`src/rtl/gnpa_log_cell.sv`:
```
// one squaring step of the log2 mantissa, yields one fraction bit
`default_nettype none
module gnpa_log_cell #(
	parameter int BIT = 0
) (
	input  wire logic        clk,
	input  wire logic        en,
	input  wire logic [4:0]  e_i,
	input  wire logic [30:0] m_i,
	input  wire logic [23:0] frac_i,
	output logic      [4:0]  e_o,
	output logic      [30:0] m_o,
	output logic      [23:0] frac_o
);

	logic [61:0] sq;
	logic [31:0] t;
	logic [30:0] m_nx;
	logic [23:0] frac_nx;

	always_comb begin
		sq = 62'(m_i) * 62'(m_i);
		t = sq[61:30];
		frac_nx = frac_i;
		frac_nx[BIT] = t[31];
		// square reached two: renormalize
		m_nx = t[31] ? t[31:1] : t[30:0];
	end

	always_ff @(posedge clk) begin
		if (en) begin
			e_o <= e_i;
			m_o <= m_nx;
			frac_o <= frac_nx;
		end
	end

endmodule
`default_nettype wire

```
`config.mk`:
```
export PLATFORM = sky130hd
export DESIGN_NAME = gnpa_log_cell
export DESIGN_NICKNAME = d
export VERILOG_FILES = /design/src/rtl/gnpa_log_cell.sv
export SDC_FILE = /design/constraint.sdc
export NUM_CORES = 2
export LEC_CHECK = 0
export BUFFER_PORTS_ARGS = -buffer_cell sky130_fd_sc_hd__buf_2
export CORE_MARGIN = 2
export CORE_UTILIZATION = 46
export DETAILED_ROUTE_END_ITERATION = 7
export GPL_TIMING_DRIVEN = 0
export HOLD_SLACK_MARGIN = 0.02
export PLACE_DENSITY_LB_ADDON = 0.25
export SYNTH_ARGS = -nofsm -noshare
export SYNTH_HDL_FRONTEND = slang
export SYNTH_SLANG_ARGS = --single-unit
```
`constraint.sdc`:
```
create_clock -name clk -period 9.2 [get_ports clk]
set_input_delay 0.46 -clock clk [delete_from_list [all_inputs] [get_ports clk]]
set_output_delay 0.46 -clock clk [all_outputs]
set_load 0.05 [all_outputs]
```
==> impl_metrics.env <==
export IMPL_status="finished clean"
export IMPL_htree_levels=3
export IMPL_syn_area_um2=29410
export IMPL_worst_slew_pin_slew_ns=1.301
export IMPL_cts_buffers=9
export IMPL_cts_sinks=60
export IMPL_required_ns=9.26
export IMPL_async_reset_ff_share_pct=0
export IMPL_start_util_pct=46.53
export IMPL_cts_root_buf="clkbuf_16"
export IMPL_cp_num_buf_inv=4
export IMPL_cts_setup_buffers=0
export IMPL_drt_drc_violations_left=0
export IMPL_dieArea_um2=65970
export IMPL_holdPathStages=1
export IMPL_cts_tree="done"
export IMPL_met3_usage_pct=4.270
export IMPL_cts_clk_slew_worst_paths_ns=0.05
export IMPL_via_per_inst=5.196
export IMPL_area_delta_synth_final_pct=6.650
export IMPL_cts_max_path_buffers=2
export IMPL_globalRouteOverflowTotal=0
export IMPL_ys_warn_count=0
export IMPL_syn_inst=3016
export IMPL_worstSetupPathType="in2reg"
export IMPL_gr_usage_met2_pct=43.92
export IMPL_antenna_found_initial=7
export IMPL_crit_chain="clkbuf_2 -> clkbuf_1 -> and2_1 -> fa_1 -> fa_1 -> fa_1 -> inv_1 -> fa_1 -> inv_1 -> fa_1 -> fa_1 -> fa_1 -> fa_1 -> ha_1 -> nand4_1 -> nor4_2 -> nand2_1 -> o31ai_2 -> o21ai_2 -> a21oi_2 -> a41o_1 -> a221oi_2 -> xor2_1 -> mux2i_1"
export IMPL_rsz0062_at_grt="no"
export IMPL_first_iter_violations=1571
export IMPL_use_met1_pct=37.04
export IMPL_hp_start="frac_i[14]"
export IMPL_routedWlPerCell_um=21.61
export IMPL_rows=92
export IMPL_layout_min_cycle_time_ns=9.003
export IMPL_wirelength_mm=86.17
export IMPL_busiest_layer="met2"
export IMPL_fmaxAchievable_mhz=111.1
export IMPL_setup_viol=0
export IMPL_synth_edf_count=60
export IMPL_syn_num_nets=4094
export IMPL_firstDrtPassIters=7
export IMPL_worstHoldPathType="in2reg"
export IMPL_yosysSeqAreaShare_pct=6.127
export IMPL_grt_max_degree=61
export IMPL_grt_usage_pct=27.32
export IMPL_place_gp_congestion=0.9594
export IMPL_hold_violations=0
export IMPL_startpoint_type="input pin"
export IMPL_num_vias=20720
export IMPL_arrival_ns=9.07
export IMPL_io_pins=122
export IMPL_fin_setup_tns_ns=0
export IMPL_end_kind="register"
export IMPL_yosysUniqueCellTypes=65
export IMPL_grt_pass1_wl_mm=133.4
export IMPL_ys_seq_elements=60
export IMPL_die_w_um=256.8
export IMPL_cpMaxStageDelayCell="clkbuf_1"
export IMPL_slew_violations=0
export IMPL_ys_flop_type="edfxtp_1"
export IMPL_hold_end="frac_o[14]"
export IMPL_crit_fanout=10
export IMPL_die_h_um=256.8
export IMPL_cpLargestDelayFamily="adder cells"
export IMPL_nNetsFinal=4211
export IMPL_fin_crit_sh_pct=97.86
export IMPL_maxCapViolCount=0
export IMPL_slew_headroom_pct=13.26
export IMPL_path_common_cell="fa_1"
export IMPL_grt_pass1_vias=22280
export IMPL_fin_worst_hold_slack_ns=0.3056
export IMPL_ant_nets=0
export IMPL_dp_hpwl_mm=72.10
export IMPL_drive_gt1_share_pct=7.393
export IMPL_core_area_um2=63200
export IMPL_portBuffers=113
export IMPL_cpPeakStageDelay_ns=0.82
export IMPL_synth_area_per_cell_um2=9.750
layer usage:
metal  routed length (um)  vias to the layer above  part of all wire [%]
li1                     -                     9039                     -
met1                33550                    10630                    39
met2                40350                      864                    47
met3                 7758                      178                   9.0
met4                 4509                        0                   5.2
met5                    0                        -                     0
cells in the final DEF, fill, tap and decap left out, types with 15 or more instances in the layout:
cell / count
ha_1: 269
inv_1: 911
fa_1: 747
edfxtp_1: 60
buf_2: 119
clkbuf_1: 59
mux2_4: 23
xor2_1: 28
xnor2_1: 32
nor2_1: 54
a21o_1: 26
clkbuf_2: 30
a21oi_1: 66
and2_1: 192
o21ai_0: 44
nand2_1: 292
nand4_1: 15
cell type report:
class                           count  area, um^2
Antenna cell                        3       7.507
Inverter                          912        3423
Fill cell                        5983       31830
Timing Repair Buffer              113       565.5
Clock inverter                      7       81.33
Tap cell                          846        1059
Buffer                            105       498.0
Sequential cell                    60        1802
Clock buffer                        9       225.2
Multi-Input combinational cell   1932       23700
cell families (layout without fill, tap and decap cells):
kind of cell | after synthesis | after routing | synth area share, %
AOI/OAI and AO/OA | 203 | 203 | 4.587
xor gates and xnor gates | 61 | 61 | 1.881
adders and majority gates | 1016 | 1016 | 62.30
buffers and inverters | 1024 | 1146 | 13.27
DFF | 60 | 60 | 6.127
muxes | 33 | 33 | 1.532
other | 0 | 3 | 0
and+or+nand+nor | 619 | 619 | 10.30
metrics by stage:
| stage | setup WS (ns) | std cells | area (um^2) | util [%] |
|---|---|---|---|---|
| CTS | 0.003077 | 3990 | 31340 | 49.59 |
| detailed placement | -0.5144 | 3975 | 31030 | 49.10 |
| global placement | -0.4893 | 3975 | 31030 | 49.10 |
| finish | 0.1969 | 3987 | 31360 | 49.63 |
| floorplan | 1.582 | 3016 | 29410 | - |
| global route | 0.003628 | 3984 | 31360 | 49.62 |
Yosys cell counts, drive strengths merged, types with 2 or more instances:
library cell  number  area, um^2
a2111oi            2       36.29
a211oi             2       15.01
a21boi             2       15.01
a21o              26       195.2
a21oi             70       372.9
a221oi             4       65.07
a311oi             3       38.79
a31o               6       52.55
a31oi             13       81.33
a41o               2       20.02
a41oi              4       35.03
and2             192        1201
and3              10       72.57
and4               5       46.29
buf               14       112.6
clkbuf            98       367.9
edfxtp            60        1802
fa               747       14950
ha               269        3366
inv              911        3420
mux2              27       390.4
mux2i              6       60.06
nand2            292        1096
nand2b             6       37.54
nand3             14       75.07
nand4             15       93.84
nor2              57       226.5
nor2b             11       68.82
nor3               8       45.04
nor4               3       25.02
o2111ai            2       17.52
o21a               3       22.52
o21ai             54       292.8
o21bai             3       22.52
o31ai              4       40.03
or2                4       25.02
xnor2             33       307.8
xor2              28       245.2
flip-flops by register name, indices dropped and copies added, names as in the netlist:
| signal | flops |
|---|---|
| e_o | 5 |
| frac_o | 24 |
| m_o | 31 |
worst max-delay path by stage:
stage            start       to  cells after the start
2_1_floorplan  m_i[25]  m_o[24]                     27
3_3_place_gp   m_i[12]  m_o[29]                     26
3_5_place_dp   m_i[16]  m_o[29]                     26
4_1_cts         m_i[7]  m_o[29]                     26
5_1_grt        m_i[17]  m_o[29]                     26
6_report        m_i[6]  m_o[29]                     24
what timing repair did:
action,4_1_cts,5_1_grt
gates resized for setup,6,65
hold buffers,0,0
pin swaps,0,0
setup endpoints to repair,16,31
Power is not shown: default switching activity piles up to over one toggle a cycle in this logic, so the estimate is an artifact.
