<file path="src/rtl/gnpa_pkg.sv">
// shared constants and types for the gaussian noise pixel adder
`default_nettype none
package gnpa_pkg;

	localparam logic [30:0] Q30_ONE = 31'h4000_0000;
	localparam logic [32:0] TWO_LN2_Q32 = 33'd5954088944;
	localparam logic [31:0] PI_Q30 = 32'd3373259426;

	localparam int LOG_FRAC_BITS = 24;
	localparam int COS_TERMS = 7;
	localparam int SIN_TERMS = 5;

	// horner divisors, innermost term first
	localparam int unsigned COS_DIV [COS_TERMS] = '{182, 132, 90, 56, 30, 12, 2};
	localparam int unsigned SIN_DIV [SIN_TERMS] = '{110, 72, 42, 20, 6};

	typedef enum logic [0:0] {
		CFG_MEAN     = 1'b0,
		CFG_VARIANCE = 1'b1
	} cfg_reg_t;

endpackage
`default_nettype wire

</file>
<file path="src/rtl/gnpa_horner_cell.sv">
// one horner term h' = 1 - (x2*h)/K in q30, three stages
`default_nettype none
module gnpa_horner_cell #(
	parameter int unsigned K = 2
) (
	input  wire logic        clk,
	input  wire logic        en,
	input  wire logic [29:0] x2_i,
	input  wire logic [30:0] h_i,
	output logic      [29:0] x2_o,
	output logic      [30:0] h_o
);

	localparam logic [63:0] MUL64 = (64'd1 << 30) / 64'(K);
	localparam logic [29:0] MUL = MUL64[29:0];

	logic [60:0] prod;
	logic [29:0] p_s1, p_s2;
	logic [29:0] x2_s1, x2_s2;
	logic [59:0] t_s2;
	logic [29:0] q0;
	logic [37:0] qk;
	logic [29:0] rem;
	logic [29:0] q;

	assign prod = 61'(x2_i) * 61'(h_i);

	always_comb begin
		q0 = t_s2[59:30];
		qk = 38'(q0) * 38'(K);
		rem = p_s2 - qk[29:0];
		// reciprocal estimate is at most one low
		q = (rem >= 30'(K)) ? q0 + 30'd1 : q0;
	end

	always_ff @(posedge clk) begin
		if (en) begin
			p_s1 <= prod[59:30];
			x2_s1 <= x2_i;
			t_s2 <= 60'(p_s1) * 60'(MUL);
			p_s2 <= p_s1;
			x2_s2 <= x2_s1;
			h_o <= gnpa_pkg::Q30_ONE - {1'b0, q};
			x2_o <= x2_s2;
		end
	end

endmodule
`default_nettype wire

</file>
<file path="config.mk">
export PLATFORM = sky130hd
export DESIGN_NAME = gnpa_horner_cell
export DESIGN_NICKNAME = d
export VERILOG_FILES = /design/src/rtl/gnpa_pkg.sv /design/src/rtl/gnpa_horner_cell.sv
export SDC_FILE = /design/constraint.sdc
export NUM_CORES = 2
export LEC_CHECK = 0
export ABC_AREA = 1
export BUFFER_PORTS_ARGS = -buffer_cell sky130_fd_sc_hd__buf_2
export CAP_MARGIN = 20
export CELL_PAD_IN_SITES_DETAIL_PLACEMENT = 1
export CELL_PAD_IN_SITES_GLOBAL_PLACEMENT = 2
export CORE_MARGIN = 2
export CORE_UTILIZATION = 40
export CTS_CLUSTER_SIZE = 24
export DETAILED_ROUTE_END_ITERATION = 10
export MAX_ROUTING_LAYER = met4
export PLACE_DENSITY = 0.87
export SYNTH_ARGS = -nofsm -noshare
export SYNTH_HDL_FRONTEND = slang
export SYNTH_SLANG_ARGS = --single-unit
export TNS_END_PERCENT = 20
</file>
<file path="constraint.sdc">
create_clock -name clk -period 9.9 [get_ports clk]
set_input_delay 1.98 -clock clk [delete_from_list [all_inputs] [get_ports clk]]
set_output_delay 1.98 -clock clk [all_outputs]
set_load 0.02 [all_outputs]
</file>
==> results.sh <==
export IMPL_outcome="finished clean"
export IMPL_fmax_mhz=115.4
export IMPL_num_vias=28410
export IMPL_crit_family="adder cells"
export IMPL_fin_crit_sh_pct=87.55
export IMPL_r2r_start="p_s2[1]"
export IMPL_cts_tree="done"
export IMPL_clock_latency_ns=0.55
export IMPL_yosysWarnings=0
export IMPL_criticalPathCategory="primary input to flop"
export IMPL_final_common_cell="inv_1"
export IMPL_period_needed_ns=8.667
export IMPL_ys_types=28
export IMPL_htree_levels=4
export IMPL_grt_pass1_wl_um=184000
export IMPL_syn_area_per_cell_um2=8.164
export IMPL_die_w_um=312.6
export IMPL_crit_buf_inv=6
export IMPL_report_final_setup_viol=0
export IMPL_first_iter_violations=1467
export IMPL_maxSlewViolCount=0
export IMPL_routedWlPerCell_um=18.89
export IMPL_worst_setup_path_start_kind="primary input"
export IMPL_ys_seq_elements=179
export IMPL_tns_ns=0
export IMPL_slowest_delay_ns=0.67
export IMPL_cts_resized=0
export IMPL_route_detailed_drc=0
export IMPL_critical_path_most_common_cell="fa_1"
export IMPL_antenna_found_initial=2
export IMPL_area_growth_pct=6.486
export IMPL_finalHoldViolations=0
export IMPL_worst_pin_slew_ns=0.9185
export IMPL_fin_skew_ns=0.04007
export IMPL_gp_congestion=0.9055
export IMPL_cp_required_ns=10.20
export IMPL_drive_gt1_share_pct=4.576
export IMPL_core_region_area_um2=94730
export IMPL_fin_nets=5774
export IMPL_hold_buffers=0
export IMPL_numPortBuffers=123
export IMPL_cp_startpoint="x2_i[8]"
export IMPL_die_y_um=312.6
export IMPL_fp_row_count=113
export IMPL_dpl_hpwl_um=94430
export IMPL_holdCritPathClass="flop to flop"
export IMPL_mostFrequentLayoutCells="inv_1, nand2_1, fa_1"
export IMPL_grt_pass1_vias=32980
export IMPL_drt_antenna_violating_nets=0
export IMPL_overflow=0
export IMPL_path_max_fanout=32
export IMPL_drt_wl_total_um=112300
export IMPL_start_util_pct=40.22
export IMPL_rsz0062_at_grt="no"
export IMPL_syn_nets=5777
export IMPL_track_usage_pct=25.24
export IMPL_via_per_inst=4.780
export IMPL_netlist_area_um2=38100
export IMPL_grt_max_degree=72
export IMPL_crit_arrival_ns=8.97
export IMPL_drt_first_pass_iters=5
export IMPL_ys_seq_area_share_pct=14.11
export IMPL_maxSlewHeadroom_pct=38.76
export IMPL_cap_violations=0
export IMPL_post_cts_setup_buffer_count=0
export IMPL_fillers=11440
export IMPL_numCtsBuffers=17
export IMPL_die_area_um2=97730
export IMPL_min_from="x2_s2[19]"
export IMPL_syn_inst=4667
export IMPL_root_buffer="clkbuf_16"
export IMPL_cp_end_kind="flop"
export IMPL_slowest_stage="buf_2"
export IMPL_cts_buffer_depth=2
export IMPL_numClockSinks=179
export IMPL_io_pins=124
export IMPL_clkTransAtPathRegs_ns=0.08
[metrics by stage]
step	worst slack (ns)	instance area, um^2	util (%)	hold WS [ns]	instances
after detailed placement	0.7374	39920	42.14	0.4056	5910
after global routing	0.8831	40570	42.83	0.4258	5943
after global placement	0.7249	39920	42.14	0.4004	5910
after floorplan	2.035	38100	-	0.4003	4667
after CTS	1.303	40570	42.83	0.4151	5942
final	1.233	40570	42.83	0.4195	5943
[flip-flops by register name (all words and copies together), names as in the netlist]
name   cells
h_o       31
x2_o      30
x2_s1     30
x2_s2     30
p_s1      29
p_s2      29
[path summary, 6_finish.rpt]
| kind | cells past startpoint | slack (ns) | to |
|---|---|---|---|
| worst max register to register | 10 | 7.82 | h_o[26] |
| worst min-delay path | 0 | 0.42 | x2_o[19] |
| worst min register to register | 0 | 0.42 | x2_o[19] |
| worst max-delay path | 25 | 1.23 | p_s1[3] |
[metal layers]
metal  routed length [um]  GRT usage, %  vias to the layer above
li1                     -             -                    12970
met1                50010         33.06                    14740
met2                54190         41.24                      577
met3                 5799         4.036                      128
met4                 2251         6.003                        0
met5                    0             -                        -
[Yosys cell counts (all sizes together)]
cell | count | area, um^2
fa | 806 | 16140
a21o | 1 | 7.510
o21ai | 49 | 245.2
clkbuf | 177 | 664.4
nand3 | 61 | 342.8
nor2 | 135 | 556.8
and3 | 1 | 6.260
edfxtp | 179 | 5375
xor2 | 28 | 245.2
inv | 1568 | 5886
buf | 6 | 22.52
a21oi | 78 | 390.4
nor3 | 20 | 110.1
or2 | 3 | 21.27
nand4 | 13 | 81.33
o21bai | 10 | 75.07
xnor2 | 11 | 96.34
ha | 241 | 3015
nor4 | 3 | 18.77
o21a | 1 | 7.510
nand2 | 1276 | 4797
[cell type report]
type,instances,area (um^2),area share [%]
multi-input combinational,2737,26150,64.46
inverter,1568,5886,14.51
sequential,179,5375,13.25
tap,1265,1583,3.901
timing repair buffer,161,923.4,2.276
clock buffer,17,425.4,1.049
clock inverter,15,224.0,0.5520
antenna,1,2.502,0.006168
[cells by family after synthesis]
| kind of cell | Yosys count | share of synthesized area, % |
|---|---|---|
| DFF | 179 | 14.11 |
| xor gates and xnor gates | 39 | 0.8965 |
| adders and majority gates | 1047 | 50.26 |
| buffers and inverters | 1751 | 17.25 |
| and+or+nand+nor | 1512 | 15.58 |
| AOI/OAI and AO/OA | 139 | 1.905 |
Power is not shown: default switching activity piles up to over one toggle a cycle in this logic, so the estimate is an artifact.
