--- config.mk ---
export PLATFORM = sky130hd
export DESIGN_NAME = gnpa_sqrt_cell
export DESIGN_NICKNAME = d
export VERILOG_FILES = /design/src/rtl/gnpa_sqrt_cell.sv
export SDC_FILE = /design/constraint.sdc
export NUM_CORES = 1
export LEC_CHECK = 0
export BUFFER_PORTS_ARGS = -buffer_cell sky130_fd_sc_hd__buf_2
export CORE_MARGIN = 1.5
export CORE_UTILIZATION = 35
export DETAILED_ROUTE_END_ITERATION = 12
export PLACE_DENSITY = 0.64
export SYNTH_ARGS = -nofsm -noshare
export SYNTH_HDL_FRONTEND = slang
export SYNTH_SLANG_ARGS = --single-unit
--- constraint.sdc ---
create_clock -name clk -period 6.3 [get_ports clk]
set_input_delay 1.26 -clock clk [delete_from_list [all_inputs] [get_ports clk]]
set_output_delay 1.26 -clock clk [all_outputs]
set_load 0.05 [all_outputs]
--- src/rtl/gnpa_sqrt_cell.sv ---
// one digit step of a restoring integer square root
`default_nettype none
module gnpa_sqrt_cell #(
	parameter int VW = 38
) (
	input  wire logic            clk,
	input  wire logic            en,
	input  wire logic [VW-1:0]   v_i,
	input  wire logic [VW/2:0]   rem_i,
	input  wire logic [VW/2-1:0] root_i,
	output logic      [VW-1:0]   v_o,
	output logic      [VW/2:0]   rem_o,
	output logic      [VW/2-1:0] root_o
);

	localparam int RW = VW / 2;

	logic [RW+2:0] cur;
	logic [RW+2:0] trial;
	logic          take;

	always_comb begin
		cur = {rem_i, v_i[VW-1:VW-2]};
		trial = {1'b0, root_i, 2'b01};
		take = (cur >= trial);
	end

	always_ff @(posedge clk) begin
		if (en) begin
			v_o <= {v_i[VW-3:0], 2'b00};
			rem_o <= take ? (RW+1)'(cur - trial) : (RW+1)'(cur);
			root_o <= {root_i[RW-2:0], take};
		end
	end

endmodule
`default_nettype wire

==> results list, run 1 <==
- The initialized floorplan defines 37 standard-cell rows.
- Final setup violation count: 0
* Number of antenna violations at the first check in global routing: 0
- Combinational Power Share: a little under a third
- The congestion estimate from routability-driven global placement came to between 0.8 and 0.9.
- Of all nets on the critical path, the largest fanout is 14.
* Global-route wire length before repair: about 13 mm
* Required time reported for the critical path endpoint: between 6 and 7 ns
* VDD IR-drop max: 0.000118 V
- For this run, design rule violations remaining after detail routing come to 0.
- Type of the worst setup path: in -> reg
- In the post-synthesis netlist, the biggest area contributors are edfxtp_1, ha_1, mux2_4.
- Summed over all nets, the switching power comes to around 0.48 mW.
- Async set or reset register ratio after synthesis: 0%
- Worst setup slack after placement: 2.08 ns
- Main flop type after synthesis: edfxtp_1
- Derived from the worst setup path, the maximum achievable clock frequency is 260 MHz.
- Among all cell types in the netlist, the one instantiated most often is edfxtp_1.
* Syn Area/Cell: ~15 µm²
- In this run the deepest clock path goes through 2 buffers.
- Maximum level of the CTS H-tree: 3
- The tightest min-delay check is of the in -> reg type.
* Initial detailed-routing violation count: between 100 and 150
- Number of iterations in the first detailed-routing pass: 4
- Antenna Nets Post-Route: 0
- The finished cells cover ~4700 µm².
- Buffers added on ports: roughly 150
- The critical path goes through buf_2, inv_1, ha_1, nand3_1, o21bai_1, nand3b_1, a31oi_1, o41a_1, o31ai_4, buf_4, mux2_2.
- The detailed router placed about 2.5k vias in this run.
- EDFF count, synth: between 70 and 80
- The slowest stage of the critical path belongs to the cell o31ai_4.
* Post-CTS setup buffers: 0
- Inserted Clock Buffers: 9
- The die covers 11000 µm².
* Critical path launch point type: input pin
- Number of vias per cell after detailed routing: 4.59
- Setup slack on the critical path of the routed design comes to 2.45 ns.
- Number of hold-slack violations in the final timing report: 0
* Total congestion overflow: 0
* Number of max-cap violations: 0
- Sequential area share after synthesis: between 60 and 70%
- The final layout contains around 510 nets.
- Library cell occupying the most area in the post-synthesis netlist: edfxtp_1
- Summed over all failing endpoints, the final setup total negative slack is 0 ns.
- Worst slack on hold paths: 1.08 ns
- The initial utilization of the core area, before any placement, comes to between 30% and 40%.
- Dividing the detail-routed wire length by the instance count gives roughly 15 µm.
* Unrepaired setup endpoints after global routing: no
* Most common library cells after synthesis: edfxtp_1, inv_1, ha_1
* Clock period minus worst slack: approximately 3.8 ns
- Reg power frac: between 40% and 50%
- Counting the fill cells in the layout gives between 900 and 1k.
- Of the cells placed in the final design, the portion with a size suffix greater than 1 is a little under half.
- The number of global-route vias before repair is 2563.
- The floorplan step set the die width to roughly 100 µm.
* Xor-xnor portion of the synthesized cell area: under 10%
- Summing the areas of all fa, ha and maj instances in the mapped netlist gives about 7.2% of the synthesized area.
* Clock tree from TritonCTS: yes
* Number of antenna cells inserted: 0
* Clock sink total: 75
- The synthesized netlist devotes around 10% of its cell area to compound gates.
- Hold buffer count at cts: 0
- Synth top area share: about 62%
* Number of ports placed on the die boundary: approximately 160
* Largest net degree at the start of global routing: 76
* Pwr per Cell Area: between 200 and 300 nW/µm²
* Count of cells resized by post-cts repair: 0
* Post-detailed-placement cell area: between 4000 and 5000 µm²
- Root Buffer: clkbuf_8
- The sequential cells in the finished layout cover a total of around 2300 µm².
- Transition at the pin with the smallest max-transition slack: roughly 0.94 ns
- Gate count of the mapped netlist: 250
- Synthesis inferred 75 register bits.
- Worst setup startpoint: root_i[3]
- After synthesis, the largest family of logic cells by area is compound AO/OA/AOI/OAI gates.
- Of the post-synthesis cell area, the part taken by muxes is 7.59%.
- Reg clk slew, reported paths: about 0.08 ns
- For this run, the number of Yosys warnings is 0.
* Part of the power in the clock network: around a quarter
- After legalization and detailed placement, the total HPWL measured about 6.2 mm.
- From synthesis to final layout, the design area changed by 29.8%.
- Core Region: approximately 10000 µm²
* Internal power of the cells: just over 0.9 mW
* Chip height: between 100 and 150 µm
* Type of element capturing the critical path: flop
- In this run the worst setup path terminates at rem_o[19].
- Of the total power, the share spent switching nets is about a third.
- Combined global-route utilization of all metal layers: 15.1%
- The count of pins over their slew limit is 0.
- Simple-gate area share of the yosys netlist: roughly 4.6%
* Reported leakage power: about 2.1 nW
* Total Wirelength: ~8.0 mm
* Cell area after technology mapping: 3640 µm²
- The run finished with clean final reports.
- Count of distinct cell types in the synthesized netlist: 47
- Worst slew margin: between 30% and 40%
* Peak per-stage delay on the critical path: between 0.5 and 0.6 ns
- At the worst endpoint, the arrival time is slightly below 4 ns.
- Area of the multi-input gates: 1250 µm²
- Period Utilization, post-route: 61.1%
==> layout by cell type (no fill, tap or decap), drive strengths merged, types with 2 or more instances in the layout <==
cell / count
o211ai: 2
nand2: 11
o21a: 2
xnor2: 11
inv: 24
conb: 2
a31oi: 2
o31ai: 2
xor2: 8
a21o: 8
o21bai: 2
edfxtp: 75
clkinv: 5
nand3: 7
mux2: 18
ha: 21
nand4: 3
nor3: 2
buf: 154
clkbuf: 9
o21ai: 8
a31o: 2
a21oi: 13
nor2: 6
==> registers in the layout, summed over array words and instances (netlist names) <==
register / count
root_o: 19
v_o: 36
rem_o: 20
==> power groups by stage <==
| stage | Sequential [mW] | Clock, mW | Combinational [mW] |
|---|---|---|---|
| 4_1_cts | 0.622 | 0.374 | 0.427 |
| 3_5_place_dp | 0.633 | 0 | 0.425 |
| 3_3_place_gp | 0.633 | 0 | 0.421 |
| 5_1_grt | 0.626 | 0.395 | 0.450 |
| 6_report | 0.621 | 0.358 | 0.422 |
| 2_1_floorplan | 0.812 | 0 | 0.142 |
==> worst min-delay path by stage <==
stage / start / to / slack [ns] / cells past startpoint
CTS: v_i[23] / v_o[25] / 1.06 / 1
detailed placement: v_i[12] / v_o[14] / 1.44 / 1
finish: v_i[23] / v_o[25] / 1.08 / 1
global route: v_i[2] / v_o[4] / 1.06 / 1
global placement: v_i[15] / v_o[17] / 1.44 / 1
floorplan: root_i[9] / root_o[10] / 1.36 / 0
==> stage by stage <==
| step | utilization [%] | power (mW) | instances |
|---|---|---|---|
| finish | 46.4 | 1.40 | 549 |
| CTS | 46.4 | 1.42 | 549 |
| detailed placement | 44.5 | 1.06 | 533 |
| global placement | 44.5 | 1.05 | 533 |
| floorplan | - | 0.954 | 251 |
| global route | 46.4 | 1.47 | 549 |
==> layout make-up <==
type                            count  area share [%]
Inverter                           24            1.91
Timing Repair Buffer              154            16.4
Clock inverter                      7            1.46
Clock buffer                        9            2.62
Multi-Input combinational cell    144            26.4
Sequential cell                    75            47.6
Tap cell                          136            3.60
==> routing by layer <==
metal	share of wire (%)	vias up	global-route usage, %
li1	-	1244	-
met1	40	1151	16.5
met2	48	115	24.9
met3	11	8	6.80
met4	1.1	0	6.85
met5	0	-	0
==> cells by family after synthesis <==
group           after synthesis
mux                          19
other cells                   1
xor+xnor                     19
buf+inv                      32
fa+ha+maj                    21
compound gates               49
flops                        75
simple gates                 34
==> critical path: cells and delay by family <==
family / cells / cell delay [ns]
mux: 1 / 0.37
compound gates: 4 / 1.11
fa+ha+maj: 1 / 0.36
simple gates: 2 / 0.33
buf+inv: 3 / 0.53
(Power assumes the default switching activity.)
==> run 2, diff against run 1 <==
clock period = 3.9 ns   (was 6.3 ns; I/O delays follow)
==> run 2 against run 1 <==
Net effect:
- combinational power rose by 62%
- critical path depth down 1
- setup slack worse by 1.6 ns
- worst hold slack worse by 0.48 ns
- final cell count is the same
- routed wire length increased by 1.7%
- sequential cell count stayed put
==> results list, run 2 (synthesized netlist as in run 1, its figures left out) <==
- The flow ran to the end, and the final reports show no timing, DRC or antenna violations.
* Commonest non-fill, non-tap cells in the layout: buf_2, edfxtp_1, inv_1
- The floorplan step defined a die boundary enclosing 11000 µm².
- Number of max-cap violations: 0
- In this run, the number of DRC markers left after iteration 0 of detailed routing was roughly 160.
- Reg clk slew, reported paths: roughly 0.080 ns
* Inserted Clock Buffers: 9
- The worst hold path begins at v_i[30].
- In this run the worst setup path begins at rem_i[2].
* Register cell area after layout: roughly 2300 µm²
- The clock passes through at most 2 buffers.
- At the placement stage, the worst setup path has a slack of approximately 0.51 ns.
- In the finished design, the share of the clock period the worst path needs comes to between 70% and 80%.
- Number of antenna cells inserted: 0
- Critical-path cell list: buf_2, ha_1, a21oi_1, nand2b_1, nand3b_1, a31oi_1, o41a_1, o31ai_4, buf_4, mux2_4
- Of the cells placed in the final design, the portion with a size suffix greater than 1 is 47.2%.
- For this run, the post-layout net count is a little over 500.
* VDD IR-drop max: 0.000179 V
- Type of the most critical hold path: in -> reg
- The setup path with the least slack is of type in -> reg.
- For this run, design rule violations remaining after detail routing come to 0.
- Type of element capturing the critical path: flop
- Transition at the pin with the smallest max-transition slack: 0.921 ns
- Clock tree from TritonCTS: yes
* Clock period minus worst slack: roughly 3 ns
- Hold buffer count at cts: 0
* Post-detailed-placement cell area: roughly 4500 µm²
- Starting density of the core: approximately 36%
- From bottom edge to top edge, the die measures approximately 100 µm.
- Final setup violation count: 0
- The worst setup path is launched from an input pin.
- Number of antenna violations at the first check in global routing: 0
- The area growth from synthesis to layout is 29.1%.
* Total Wirelength: approximately 8.2 mm
- The detail route stage leaves a number of antenna-violating nets equal to 0.
- The library cell used most frequently in the layout, excluding fill and tap cells, is buf_2.
- The filler cells instantiated in the layout total 962.
- Aggregate negative setup slack: 0 ns
- Clock sink total: 75
* Overall via count from detail_route: approximately 2.6k
- Post-detail-place hpwl: between 6 and 7 mm
- Total number of placement rows: 37
* Slowest library cell on the worst path: a31oi_1
- Arrival time worst endpoint: a little over 3 ns
- Maximum level of the CTS H-tree: 3
- Die Width: between 100 and 150 µm
* Count of cells resized by post-cts repair: 0
- Fmax: around 330 MHz
- Min setup slack post-route: between 0.9 and 1 ns
- Reported leakage power: about 2.1 nW
- Combined global-route utilization of all metal layers: between 10% and 20%
* Post-CTS setup buffers: 0
* Peak per-stage delay on the critical path: approximately 0.39 ns
- Routed wirelength normalized by instance count: 14.9 µm
- Of all nets on the critical path, the largest fanout is 14.
- Number of hold-slack violations in the final timing report: 0
- Buffers added on ports: about 150
- Dividing total power by cell area gives a power density of approximately 470 nW/µm².
- Gp weighted congestion: about 0.83
* Total congestion overflow: 0
- Core Region: between 10000 and 15000 µm²
* Number of ports placed on the die boundary: 156
* Number of global-route vias before repair: about 2.5k
- Entering global routing, the biggest net connects 76 pins.
- The tree is rooted in a clkbuf_8.
* Registers with the most flip-flops: v_o: 36 flops, rem_o: 20 flops, root_o: 19 flops
* Number of vias per cell after detailed routing: between 4 and 5
- The register with the most flip-flops in the layout has 36 of them.
- Number of iterations in the first detailed-routing pass: 4
- Required time reported for the critical path endpoint: approximately 4.0 ns
- Area of the multi-input gates: 1250 µm²
* Global-route wire length before repair: between 10 and 15 mm
* Unrepaired setup endpoints after global routing: no
- Worst slew margin: approximately 39%
- After routing the design area is 4700 µm².
- Final count of pins violating max slew: 0
* Biggest register: v_o
## run 2: changes by cell type in the layout (fill, tap and decap cells not counted)
cell	delta
buf_4	+1
clkinv_1	+1
clkinv_4	-1
bufinv_16	-1
## run 2: per-stage QoR
step	util, %	total power [mW]	cells	hold WS (ns)
floorplan	-	1.54	251	0.879
detailed placement	44.6	1.71	534	0.959
global route	46.1	2.30	549	0.580
global placement	44.6	1.70	534	0.957
finish	46.1	2.20	549	0.606
CTS	46.1	2.22	549	0.589
## run 2: worst paths after layout
| check | endpoint | slack (ns) | depth (start not counted) |
|---|---|---|---|
| max | rem_o[14] | 0.90 | 10 |
| min | v_o[32] | 0.61 | 1 |
## run 2: layer usage
layer / GRT usage (%) / wire length, µm / up-vias
met5: 0 / 0 / -
met4: 5.87 / 157 / 0
met3: 6.11 / 700 / 11
met2: 25.0 / 3890 / 111
met1: 17.6 / 3430 / 1188
li1: - / - / 1246
## run 2: area by class of cell
class,count,area share (%)
sequential,75,47.9
multi-input combinational,144,26.5
clock buffer,9,2.64
clock inverter,6,0.719
tap,136,3.62
inverter,24,1.92
timing repair buffer,155,16.7
## run 2: where the power goes
part,leakage (nW),internal [mW],switching [mW]
Sequential,0.734,0.986,0.0185
Combinational,1.31,0.215,0.469
Clock,0.0799,0.222,0.286
## run 2: critical path: cells and delay by family
family | cells | cell delay [ns]
compound gates | 4 | 0.97
fa+ha+maj | 1 | 0.34
buf+inv | 2 | 0.36
mux | 1 | 0.32
simple gates | 2 | 0.31
